<file path="config.mk">
export PLATFORM = sky130hd
export DESIGN_NAME = rtu_frame_receiver_top
export DESIGN_NICKNAME = d
export VERILOG_FILES = /design/src/rtl/core/rtu_frx_pkg.sv /design/src/rtl/core/rtu_frame_receiver_top.sv /design/src/rtl/core/rtu_frx_regs.sv /design/src/rtl/core/rtu_frx_store.sv /design/src/rtl/core/rtu_frx_ctrl.sv
export SDC_FILE = /design/constraint.sdc
export NUM_CORES = 2
export LEC_CHECK = 0
export CORE_ASPECT_RATIO = 2
export CORE_MARGIN = 10
export CORE_UTILIZATION = 50
export CTS_CLUSTER_SIZE = 24
export DETAILED_ROUTE_END_ITERATION = 16
export DONT_BUFFER_PORTS = 1
export GPL_ROUTABILITY_DRIVEN = 0
export PLACE_DENSITY = 0.69
export SYNTH_ARGS = -nofsm -noshare
export SYNTH_HDL_FRONTEND = slang
export SYNTH_SLANG_ARGS = --single-unit
</file>
<file path="constraint.sdc">
create_clock -name clk_i -period 6.1 [get_ports clk_i]
set_clock_uncertainty 0.15 [all_clocks]
set_input_delay 1.22 -clock clk_i [delete_from_list [all_inputs] [get_ports clk_i]]
set_output_delay 1.22 -clock clk_i [all_outputs]
set_load 0.05 [all_outputs]
</file>
<file path="src/rtl/core/rtu_frx_pkg.sv">
// Shared types and constants for the RTU frame receiver.
`default_nettype none
package rtu_frx_pkg;

  typedef enum logic [1:0] {
    CmdByte  = 2'd0,
    CmdPoll  = 2'd1,
    CmdRead  = 2'd2,
    CmdClear = 2'd3
  } cmd_e;

  typedef enum logic [1:0] {
    ModeIdle     = 2'd0,
    ModeRecv     = 2'd1,
    ModeComplete = 2'd2,
    ModeError    = 2'd3
  } mode_e;

  typedef enum logic [1:0] {
    StatusOk       = 2'd0,
    StatusOverflow = 2'd1,
    StatusBadState = 2'd2
  } status_e;

  localparam logic RegCharGap  = 1'b0;
  localparam logic RegFrameGap = 1'b1;

  localparam int unsigned CharGapW  = 24;
  localparam int unsigned FrameGapW = 26;

  localparam logic [CharGapW-1:0]  CharGapReset  = 24'd750;
  localparam logic [FrameGapW-1:0] FrameGapReset = 26'd1750;

  localparam int unsigned MinFrameBytes = 4;

  typedef struct packed {
    logic [CharGapW-1:0]  char_gap_us;
    logic [FrameGapW-1:0] frame_gap_us;
  } cfg_t;

  // Result of one transaction as it leaves the control stage.
  typedef struct packed {
    status_e    status;
    logic       done;
    mode_e      mode;
    logic [8:0] length;
    logic       hit;
  } res_t;

endpackage
`default_nettype wire

</file>
<file path="src/rtl/core/rtu_frame_receiver_top.sv">
// Top level of the RTU frame receiver: config port, control, frame store, output register.
//
// Takes one transaction per cycle (byte, poll, read or clear) unless the output stalls,
// and returns one result for each via the control and output registers. Mode, fill count
// and last arrival time live in registers and are updated in the accept cycle; the frame
// bytes live in a MAX_FRAME x 8 synchronous memory written in the accept cycle and read
// through a registered port whose data joins the result in the output register. A write
// and a later read of the same entry are always separated by a poll, so no forwarding is
// needed. The store has no reset; entries beyond the fill count are never returned.
// Configuration registers sit at byte addresses 0 (character gap) and 4 (frame gap).
`default_nettype none
module rtu_frame_receiver_top #(
  parameter int unsigned MAX_FRAME = 256
) (
  input  wire logic        clk_i,
  input  wire logic        rst_ni,
  input  wire logic        psel,
  input  wire logic        penable,
  input  wire logic        pwrite,
  input  wire logic [2:0]  paddr,
  input  wire logic [31:0] pwdata,
  output logic      [31:0] prdata,
  output logic             pready,
  input  wire logic        in_valid_i,
  output logic             in_ready_o,
  input  wire logic [1:0]  cmd_i,
  input  wire logic [7:0]  data_byte_i,
  input  wire logic [31:0] now_us_i,
  input  wire logic [7:0]  read_index_i,
  output logic             out_valid_o,
  input  wire logic        out_ready_i,
  output logic      [1:0]  status_o,
  output logic             frame_done_o,
  output logic      [1:0]  receiver_state_o,
  output logic      [8:0]  frame_length_o,
  output logic      [7:0]  read_byte_o
);

  localparam int unsigned AddrW = $clog2(MAX_FRAME);
  localparam int unsigned CntW  = $clog2(MAX_FRAME + 1);

  rtu_frx_pkg::cfg_t cfg;
  rtu_frx_pkg::res_t res;
  logic              res_valid;
  logic              out_free;
  logic              we;
  logic [AddrW-1:0]  waddr;
  logic [7:0]        wdata;
  logic              re;
  logic [AddrW-1:0]  raddr;
  logic [7:0]        rdata;

  logic              out_valid_q;
  logic [1:0]        status_q;
  logic              done_q;
  logic [1:0]        state_q;
  logic [8:0]        length_q;
  logic [7:0]        byte_q;

  rtu_frx_regs u_regs (
    .clk_i   (clk_i),
    .rst_ni  (rst_ni),
    .psel    (psel),
    .penable (penable),
    .pwrite  (pwrite),
    .paddr   (paddr),
    .pwdata  (pwdata),
    .prdata  (prdata),
    .pready  (pready),
    .cfg_o   (cfg)
  );

  rtu_frx_ctrl #(
    .MaxFrame (MAX_FRAME),
    .AddrW    (AddrW),
    .CntW     (CntW)
  ) u_ctrl (
    .clk_i        (clk_i),
    .rst_ni       (rst_ni),
    .cfg_i        (cfg),
    .in_valid_i   (in_valid_i),
    .in_ready_o   (in_ready_o),
    .cmd_i        (cmd_i),
    .data_byte_i  (data_byte_i),
    .now_us_i     (now_us_i),
    .read_index_i (read_index_i),
    .next_free_i  (out_free),
    .res_valid_o  (res_valid),
    .res_o        (res),
    .we_o         (we),
    .waddr_o      (waddr),
    .wdata_o      (wdata),
    .re_o         (re),
    .raddr_o      (raddr)
  );

  rtu_frx_store #(
    .Depth (MAX_FRAME),
    .AddrW (AddrW)
  ) u_store (
    .clk_i   (clk_i),
    .we_i    (we & re),
    .waddr_i (waddr),
    .wdata_i (wdata),
    .re_i    (re),
    .raddr_i (raddr),
    .rdata_o (rdata)
  );

  assign out_free = !out_valid_q || out_ready_i;

  always_ff @(posedge clk_i or negedge rst_ni) begin
    if (!rst_ni) begin
      out_valid_q <= 1'b0;
    end else if (out_free) begin
      out_valid_q <= res_valid;
    end
  end

  // Store read data stays put until the next acceptance, which needs this move.
  always_ff @(posedge clk_i) begin
    if (out_free && res_valid) begin
      status_q <= res.status;
      done_q   <= res.done;
      state_q  <= res.mode;
      length_q <= res.length;
      byte_q   <= res.hit ? rdata : 8'd0;
    end
  end

  assign out_valid_o      = out_valid_q;
  assign status_o         = status_q;
  assign frame_done_o     = done_q;
  assign receiver_state_o = state_q;
  assign frame_length_o   = length_q;
  assign read_byte_o      = byte_q;

endmodule
`default_nettype wire

</file>
<file path="src/rtl/core/rtu_frx_regs.sv">
// APB configuration registers for the gap limits.
`default_nettype none
module rtu_frx_regs (
  input  wire logic              clk_i,
  input  wire logic              rst_ni,
  input  wire logic              psel,
  input  wire logic              penable,
  input  wire logic              pwrite,
  input  wire logic [2:0]        paddr,
  input  wire logic [31:0]       pwdata,
  output logic      [31:0]       prdata,
  output logic                   pready,
  output rtu_frx_pkg::cfg_t      cfg_o
);

  rtu_frx_pkg::cfg_t cfg_q;
  logic              wr_en;

  assign pready = 1'b1;
  assign wr_en  = psel & penable & pwrite;

  always_ff @(posedge clk_i or negedge rst_ni) begin
    if (!rst_ni) begin
      cfg_q.char_gap_us  <= rtu_frx_pkg::CharGapReset;
      cfg_q.frame_gap_us <= rtu_frx_pkg::FrameGapReset;
    end else if (wr_en) begin
      if (paddr[2] == rtu_frx_pkg::RegCharGap) begin
        cfg_q.char_gap_us <= pwdata[rtu_frx_pkg::CharGapW-1:0];
      end else begin
        cfg_q.frame_gap_us <= pwdata[rtu_frx_pkg::FrameGapW-1:0];
      end
    end
  end

  always_comb begin
    if (paddr[2] == rtu_frx_pkg::RegCharGap) begin
      prdata = 32'(cfg_q.char_gap_us);
    end else begin
      prdata = 32'(cfg_q.frame_gap_us);
    end
  end

  assign cfg_o = cfg_q;

endmodule
`default_nettype wire

</file>
<file path="src/rtl/core/rtu_frx_store.sv">
// Frame byte store: one write port, one registered read port.
`default_nettype none
module rtu_frx_store #(
  parameter int unsigned Depth = 256,
  parameter int unsigned AddrW = 8
) (
  input  wire logic             clk_i,
  input  wire logic             we_i,
  input  wire logic [AddrW-1:0] waddr_i,
  input  wire logic [7:0]       wdata_i,
  input  wire logic             re_i,
  input  wire logic [AddrW-1:0] raddr_i,
  output logic      [7:0]       rdata_o
);

  logic [7:0] mem_q [Depth];
  logic [7:0] rdata_q;

  always_ff @(posedge clk_i) begin
    if (we_i) begin
      mem_q[waddr_i] <= wdata_i;
    end
    if (re_i) begin
      rdata_q <= mem_q[raddr_i];
    end
  end

  assign rdata_o = rdata_q;

endmodule
`default_nettype wire

</file>
<file path="src/rtl/core/rtu_frx_ctrl.sv">
// Receiver mode, fill count and arrival time; issues store accesses per transaction.
`default_nettype none
module rtu_frx_ctrl #(
  parameter int unsigned MaxFrame = 256,
  parameter int unsigned AddrW    = 8,
  parameter int unsigned CntW     = 9
) (
  input  wire logic              clk_i,
  input  wire logic              rst_ni,
  input  wire rtu_frx_pkg::cfg_t cfg_i,
  input  wire logic              in_valid_i,
  output logic                   in_ready_o,
  input  wire logic [1:0]        cmd_i,
  input  wire logic [7:0]        data_byte_i,
  input  wire logic [31:0]       now_us_i,
  input  wire logic [7:0]        read_index_i,
  input  wire logic              next_free_i,
  output logic                   res_valid_o,
  output rtu_frx_pkg::res_t      res_o,
  output logic                   we_o,
  output logic      [AddrW-1:0]  waddr_o,
  output logic      [7:0]        wdata_o,
  output logic                   re_o,
  output logic      [AddrW-1:0]  raddr_o
);

  localparam int unsigned CmpW = (CntW > 8) ? CntW : 8;

  rtu_frx_pkg::mode_e mode_q, mode_d;
  logic [CntW-1:0]    cnt_q, cnt_d;
  logic [31:0]        last_q, last_d;
  logic               res_valid_q;
  rtu_frx_pkg::res_t  res_q, res_d;
  logic [31:0]        gap;
  logic               accept;

  assign in_ready_o = !res_valid_q || next_free_i;
  assign accept     = in_valid_i && in_ready_o;
  assign gap        = now_us_i - last_q;

  always_comb begin
    mode_d       = mode_q;
    cnt_d        = cnt_q;
    last_d       = last_q;
    we_o         = 1'b0;
    waddr_o      = '0;
    res_d.status = rtu_frx_pkg::StatusOk;
    res_d.done   = 1'b0;
    res_d.length = '0;
    res_d.hit    = 1'b0;
    unique case (rtu_frx_pkg::cmd_e'(cmd_i))
      rtu_frx_pkg::CmdByte: begin
        unique case (mode_q)
          rtu_frx_pkg::ModeIdle: begin
            we_o   = 1'b1;
            cnt_d  = CntW'(1);
            last_d = now_us_i;
            mode_d = rtu_frx_pkg::ModeRecv;
          end
          rtu_frx_pkg::ModeRecv: begin
            last_d = now_us_i;
            // Late byte: restart the frame at this byte.
            if (gap > 32'(cfg_i.char_gap_us)) begin
              we_o  = 1'b1;
              cnt_d = CntW'(1);
            end else if (cnt_q < CntW'(MaxFrame)) begin
              we_o    = 1'b1;
              waddr_o = cnt_q[AddrW-1:0];
              cnt_d   = cnt_q + CntW'(1);
            end else begin
              mode_d       = rtu_frx_pkg::ModeError;
              res_d.status = rtu_frx_pkg::StatusOverflow;
            end
          end
          rtu_frx_pkg::ModeComplete: ;
          rtu_frx_pkg::ModeError: ;
        endcase
      end
      rtu_frx_pkg::CmdPoll: begin
        if (mode_q == rtu_frx_pkg::ModeComplete) begin
          res_d.done = 1'b1;
        end else if (mode_q == rtu_frx_pkg::ModeRecv &&
                     gap >= 32'(cfg_i.frame_gap_us)) begin
          if (cnt_q >= CntW'(rtu_frx_pkg::MinFrameBytes)) begin
            mode_d     = rtu_frx_pkg::ModeComplete;
            res_d.done = 1'b1;
          end else begin
            mode_d = rtu_frx_pkg::ModeError;
          end
        end
      end
      rtu_frx_pkg::CmdRead: begin
        if (mode_q == rtu_frx_pkg::ModeComplete) begin
          res_d.length = 9'(cnt_q);
          res_d.hit    = CmpW'(read_index_i) < CmpW'(cnt_q);
        end else begin
          res_d.status = rtu_frx_pkg::StatusBadState;
        end
      end
      rtu_frx_pkg::CmdClear: begin
        mode_d = rtu_frx_pkg::ModeIdle;
        cnt_d  = '0;
      end
    endcase
    res_d.mode = mode_d;
  end

  assign wdata_o = data_byte_i;
  assign re_o    = accept;
  assign raddr_o = AddrW'(read_index_i);

  always_ff @(posedge clk_i or negedge rst_ni) begin
    if (!rst_ni) begin
      mode_q      <= rtu_frx_pkg::ModeIdle;
      cnt_q       <= '0;
      last_q      <= '0;
      res_valid_q <= 1'b0;
    end else begin
      if (accept) begin
        mode_q <= mode_d;
        cnt_q  <= cnt_d;
        last_q <= last_d;
      end
      if (in_ready_o) begin
        res_valid_q <= accept;
      end
    end
  end

  always_ff @(posedge clk_i) begin
    if (accept) begin
      res_q <= res_d;
    end
  end

  assign res_valid_o = res_valid_q;
  assign res_o       = res_q;

endmodule
`default_nettype wire

</file>
# Word level (Yosys, flattened, before mapping)
# Memory sizes are Yosys's and may differ from the RTL's. A register that Yosys moved wholly into a read port is not among the register bits.
# Cells that the tools add are included.
[classes]
addsub = 2
magnitude_cmp = 5
n_eq_ne = 7
muxes = 30
n_bitwise = 4
reduce_logical = 16
[op_table]
columns = ["op", "n"]
rows = [
  ["one-hot mux 9 bit (2 select lines)", 2],
  [">= comparator 32 x 26 -> 1 bit", 1],
  ["> comparator 32 x 24 -> 1 bit", 1],
  ["two-way mux 8 bit", 4],
  ["subtractor 32 bit", 1],
  ["two-way mux 26 bit", 1],
  ["two-way mux 9 bit", 2],
  ["two-way mux 2 bit", 6],
  ["two-way mux 1 bit", 11],
  ["adder 9 x 1 -> 9 bit, second input constant", 1],
  [">= comparator 9 x 3 -> 1 bit, second input constant", 1],
  ["< comparator 8 x 9 -> 1 bit", 1],
  ["< comparator 9 bit, second input constant", 1],
  ["one-hot mux 2 bit (2 select lines)", 2],
  ["== test 2 bit, second input constant", 3],
  ["one-hot mux 2 bit (3 select lines)", 1],
  ["AND reduction 2 bit", 3],
  ["== test 2 x 1 -> 1 bit, second input constant", 2],
  ["zero test 2 bit", 2],
  ["inequality test 4 x 2 -> 1 bit, second input constant", 1],
  ["AND reduction 4 bit", 1],
  ["bitwise AND 1 bit", 3],
  ["logical AND 1 bit", 3],
  ["inequality test 3 x 2 -> 1 bit, second input constant", 1],
  ["7 further kinds", 9],
]
[totals]
register_bits = 132
ramBits = 2048
inputBits = 92
n_memories = 1
[memory_table]
columns = ["memory", "depth", "width", "read_ports", "rd_ports_with_merged_regs", "wr", "line", "rtl"]
rows = [
  ["u_store.mem_q", 256, 8, 1, 1, 1, "rtu_frx_store.sv:16", "logic [7:0] mem_q [Depth];"],
]

# Depth between registers and ports, before layout
[logic_depth]
ltp_word = 8
ltp_mapped = 27
ltp_nobuf = 25

# By module
# From an unflattened synthesis, not the netlist that was laid out.
[hier_totals]
cells_unflattened = 4636
area_unflattened_um2 = 88912.8
[by_module_without_submodules]
columns = ["module", "n_inst", "cells_per_inst", "area_per_inst_um2"]
rows = [
  ["rtu_frx_store", 1, 3733, 79636.4],
  ["rtu_frx_ctrl", 1, 724, 6135.9],
  ["rtu_frx_regs", 1, 144, 2369.8],
  ["rtu_frame_receiver_top", 1, 35, 770.7],
]

# Least setup slack after synthesis
# Ideal clock, no wire load.
[synth_path]
path_kind = "input to register"
start = "input now_us_i[0]"
end = "memory u_store.mem_q[64][0] (enable)"
arrival_ns = 6.064
slack_ns = -0.508
stages = 26
n_path_buf = 1
cell_sequence = "inv_1 -> ha_1 -> inv_1 -> fa_1 -> a211oi_2 -> o21ai_1 -> a211oi_1 -> nor4_1 -> nor2_1 -> nor2_1 -> nor2_1 -> nor2_1 -> nor2_1 -> xnor2_1 -> ha_1 -> a21o_1 -> a21o_1 -> a21oi_1 -> o21ai_0 -> nor4_1 -> o21ai_0 -> or3_1 -> nor4_4 -> buf_6 -> nand2_4 -> nor4_1"
[synth_between]
elab_chain_len = 8
word_cells_on_any_way = 11
classes_between = "add/sub: 1; order compare: 1; mux: 8; bitwise: 1"
[synth_lines]
columns = ["element", "line", "rtl"]
rows = [
  ["start: declaration", "rtu_frame_receiver_top.sv:28", "input wire logic [31:0] now_us_i,"],
  ["subtractor 32 bit *", "rtu_frx_ctrl.sv:39", "assign gap = now_us_i - last_q;"],
  ["> comparator 32 x 24 -> 1 bit *", "rtu_frx_ctrl.sv:63", "if (gap > 32'(cfg_i.char_gap_us)) begin"],
  ["two-way mux 1 bit", "rtu_frx_ctrl.sv:63", ""],
  ["one-hot mux 1 bit (2 select lines)", "rtu_frx_ctrl.sv:53", "unique case (mode_q)"],
  ["two-way mux 1 bit", "rtu_frx_ctrl.sv:51", "unique case (rtu_frx_pkg::cmd_e'(cmd_i))"],
  ["bitwise AND 1 bit", "rtu_frame_receiver_top.sv:102", ".we_i (we & re),"],
  ["two-way mux 1 bit", "rtu_frx_store.sv:20", "if (we_i) begin"],
  ["two-way mux 1 bit (implied by the code)", "rtu_frx_store.sv:21", "mem_q[waddr_i] <= wdata_i;"],
  ["end: declaration", "rtu_frx_store.sv:16", ""],
]
# Mark *: on every way between the ends. The rest lies on a longest branch, timed or not.

# Worst setup path in the final report
[layout_path]
start = "input now_us_i[0]"
end = "memory u_store.mem_q[190][7] (enable)"
# The elaborated chain is that of the path after synthesis.

==> metrics <==
status finished, violations left; failing checks slew limit; Critical R2R Launch u_ctrl.last_q[0]; Reg area 65,200 µm²; Via Count 42,600; die area 195,000 µm²; Post-synth EDFFs 2,093; top-area cell type share of the netlist area 0.712; Net Sw Power 7340 µW; cell taking the most area after synthesis edfxtp_1; Routed WL 210 mm; Int Pwr 24,900 µW; WP data arrival 6.36 ns; clk root buf clkbuf_16; Switching Fraction 0.228; endpoints failing hold 0; FMAX 167 MHz; Die W 317 µm; Worst Hold Class in2async; Avg Synthesized Cell Area 21.1 µm²; dominant synthesized flop cell edfxtp_1; Core Area 176,000 µm²; nature of the critical path startpoint input port; multi-input combinational cell area 22,400 µm²; synth unique cells 76; H-tree Lvls 4; # IOs 149; grt ovf 0; nets 4,783; Max-cap violations 0; cells after synthesis 4,184; Power Density 315 nW/µm²; area grow syn2layout 15.7%; Starting Density 0.502; Critical Path End Type flop; DR WL/cell 29.9 µm; mapped cell area 88,300 µm²; Area after DPL 96,000 µm²; Final Setup Violations 0; number of global-route vias before repair 45,400; initial antenna violation count 4; GRT Overall Usage 0.217; Seq/Total Area, Yosys 0.739; Slew Viols, Final 221; dominant cells by area after synthesis edfxtp_1, mux4_2, dfrtp_1; Rel. slew slack -0.389; CTS Sinks 2,188; Layout fillers 12,500; PortBufs 0; worst-skew pair later-pin latency 0.84 ns; Min Clock Period, post-route 5.98 ns; clk buf depth 4; clock-pin slew on the worst setup and hold paths 0.07 ns; Sequential Power Share 0.523; antenna viol nets, final 0; residual DRC count 0; CTS tree done; FF-to-FF End u_store.mem_q[190][7]; Num CTS Buffers 182; RSZ-0062 raised after global routing true; hold slack 0.0995 ns; Peak VDD IR 0.000352 V; vias per cell 6.04; LEAKAGE 0.0329 µW; Post-DP HPWL 131 mm; global-route wire length before repair 308 mm; share of cells above drive strength 1 0.361; clock group share of total power 0.357; largest net degree at the start of global routing 514; WS Path Type in2reg; Design Area, Final 102,000 µm²; Worst Max-Slew Pin Slew 2.08 ns; Reg2Reg Depth 27; YS warnings 0; logic gate share of total power 0.120; initial DRC count 3,664; CP required 6.47 ns; Synth async-reset ratio 0.0434; Die Height 614 µm; Pre-antenna DRT Iters 5; Final Cycle Share 0.981; Yosys reg bits 2,188; FF-to-FF setup slack 0.21 ns; worst-path maximum fanout 10; row cnt 218
-- cell type report --
| class | count | area share |
|---|---|---|
| flip-flops and latches | 2188 | 0.639 |
| multi-input cells | 1672 | 0.219 |
| repair buffers | 454 | 0.0536 |
| clock buffers | 212 | 0.0463 |
| well taps | 2310 | 0.0283 |
| clock inverters | 107 | 0.00984 |
| inverters | 99 | 0.00364 |
| diodes | 3 | 0.0000735 |
-- kinds of logic after synthesis --
| kind of cell | synth area share |
|---|---|
| fa+ha+maj | 0.0134 |
| flops | 0.739 |
| compound gates | 0.0160 |
| xor+xnor | 0.00268 |
| simple gates | 0.0295 |
| mux | 0.184 |
| buf+inv | 0.0150 |
| other cells | 0.0000851 |
-- sequential cells by signal, summed over array words and instances, names as in the netlist --
register,count
frame_length_o,9
frame_done_o,1
u_store.rdata_o,8
u_ctrl.cnt_q,9
u_ctrl.res_valid_o,1
u_ctrl.res_o,15
read_byte_o,8
receiver_state_o,2
u_store.mem_q,2048
out_valid_o,1
u_ctrl.last_q,32
status_o,2
u_ctrl.mode_q,2
u_regs.cfg_o,50
-- per-layer routing --
layer,share of wire,global-route usage
met5,0.00016,0
met4,0.059,0.111
met3,0.060,0.0375
met2,0.55,0.394
met1,0.33,0.239
-- power groups by stage --
stage / registers, µW / clock network, µW / logic (µW)
final: 16800 / 11500 / 3880
after global routing: 16800 / 12200 / 4200
after CTS: 16800 / 11700 / 3790
after detailed placement: 17200 / 0 / 3740
after global placement: 17100 / 0 / 3670
after floorplan: 17100 / 0 / 2590
-- layout by cell type, fill, tap and decap left out, types with 7 or more instances in the layout --
| master | n |
|---|---|
| a211oi_1 | 8 |
| a21o_1 | 26 |
| a21oi_1 | 54 |
| and2_1 | 13 |
| and3_1 | 20 |
| buf_12 | 155 |
| buf_4 | 286 |
| buf_6 | 8 |
| bufinv_16 | 18 |
| clkbuf_1 | 27 |
| clkbuf_16 | 189 |
| clkinv_1 | 39 |
| clkinv_2 | 28 |
| clkinvlp_4 | 12 |
| conb_1 | 7 |
| dfrtp_1 | 81 |
| dfstp_2 | 14 |
| edfxtp_1 | 2093 |
| ha_1 | 91 |
| inv_1 | 99 |
| inv_6 | 7 |
| mux2_2 | 82 |
| mux4_2 | 680 |
| nand2_1 | 111 |
| nand2b_1 | 10 |
| nand3_1 | 15 |
| nand4_1 | 23 |
| nor2_1 | 130 |
| nor2_2 | 165 |
| nor3_1 | 13 |
| nor3_4 | 10 |
| o211ai_1 | 8 |
| o21ai_0 | 38 |
| o21ai_1 | 30 |
| xnor2_1 | 14 |
| xor2_1 | 12 |
-- synthesized netlist by cell type (13+ instances only) --
cell / n
nand4_1: 23
a21o_1: 26
nand2_1: 117
ha_1: 93
and2_1: 13
xnor2_1: 15
dfrtp_1: 81
nor2_1: 297
and3_1: 20
nand3_1: 15
a21oi_1: 55
buf_1: 55
dfstp_2: 14
mux4_2: 680
edfxtp_1: 2093
inv_1: 99
o21ai_0: 63
clkbuf_1: 132
nor3_1: 22
mux2_2: 82
buf_2: 32
-- worst max-delay path, stage by stage --
cell and delay (ns):
inv_1 0.05, ha_2 0.18, inv_1 0.06, fa_2 0.41, a211oi_4 0.29, o21ai_2 0.12
buf_4 0.19, a31oi_4 0.19, nor2_1 0.09, nor2_2 0.15, buf_4 0.15, xnor2_2 0.08
ha_1 0.31, nand4_1 0.11, nor3_1 0.45, buf_4 0.19, nand3_1 0.07, o21ai_1 0.11
buf_4 0.12, o21ai_0 0.08, or3_4 0.40, nor4_4 0.17, clkbuf_16 0.19, buf_12 0.12
nand3_4 0.19, clkbuf_16 0.30, nor2_2 0.18, buf_12 0.15
-- metrics by stage --
step	setup slack, ns	instances	setup TNS, ns	utilization	power [µW]
6_report	0.115	7045	0	0.580	32200
5_1_grt	-0.0531	7043	-10.33	0.580	33300
4_1_cts	0.0368	7029	0	0.578	32300
3_5_place_dp	-0.769	6709	-1370.48	0.546	20900
3_3_place_gp	-0.751	6709	-1309.55	0.546	20800
2_1_floorplan	-0.00412	4189	-0.0659	-	19700
-- repair_timing --
item,4_1_cts,5_1_grt
hold buffers,1,0
endpoints found under the setup margin,0,1980
endpoints found under the hold margin,81,0
setup buffers,0,11
gates resized for setup,0,35
-- how the worst max path moves through the flow --
| stage | slack (ns) | start | to | cells after the start |
|---|---|---|---|---|
| global route | -0.05 | now_us_i[0] | u_store.mem_q[113][0] | 30 |
| floorplan | -0.004 | now_us_i[0] | u_store.mem_q[128][0] | 26 |
| global placement | -0.75 | now_us_i[0] | u_store.mem_q[236][0] | 28 |
| detailed placement | -0.77 | now_us_i[0] | u_store.mem_q[183][0] | 28 |
| finish | 0.12 | now_us_i[0] | u_store.mem_q[190][7] | 28 |
| CTS | 0.04 | now_us_i[0] | u_store.mem_q[24][1] | 28 |
Power figures use the tool's default switching activity.
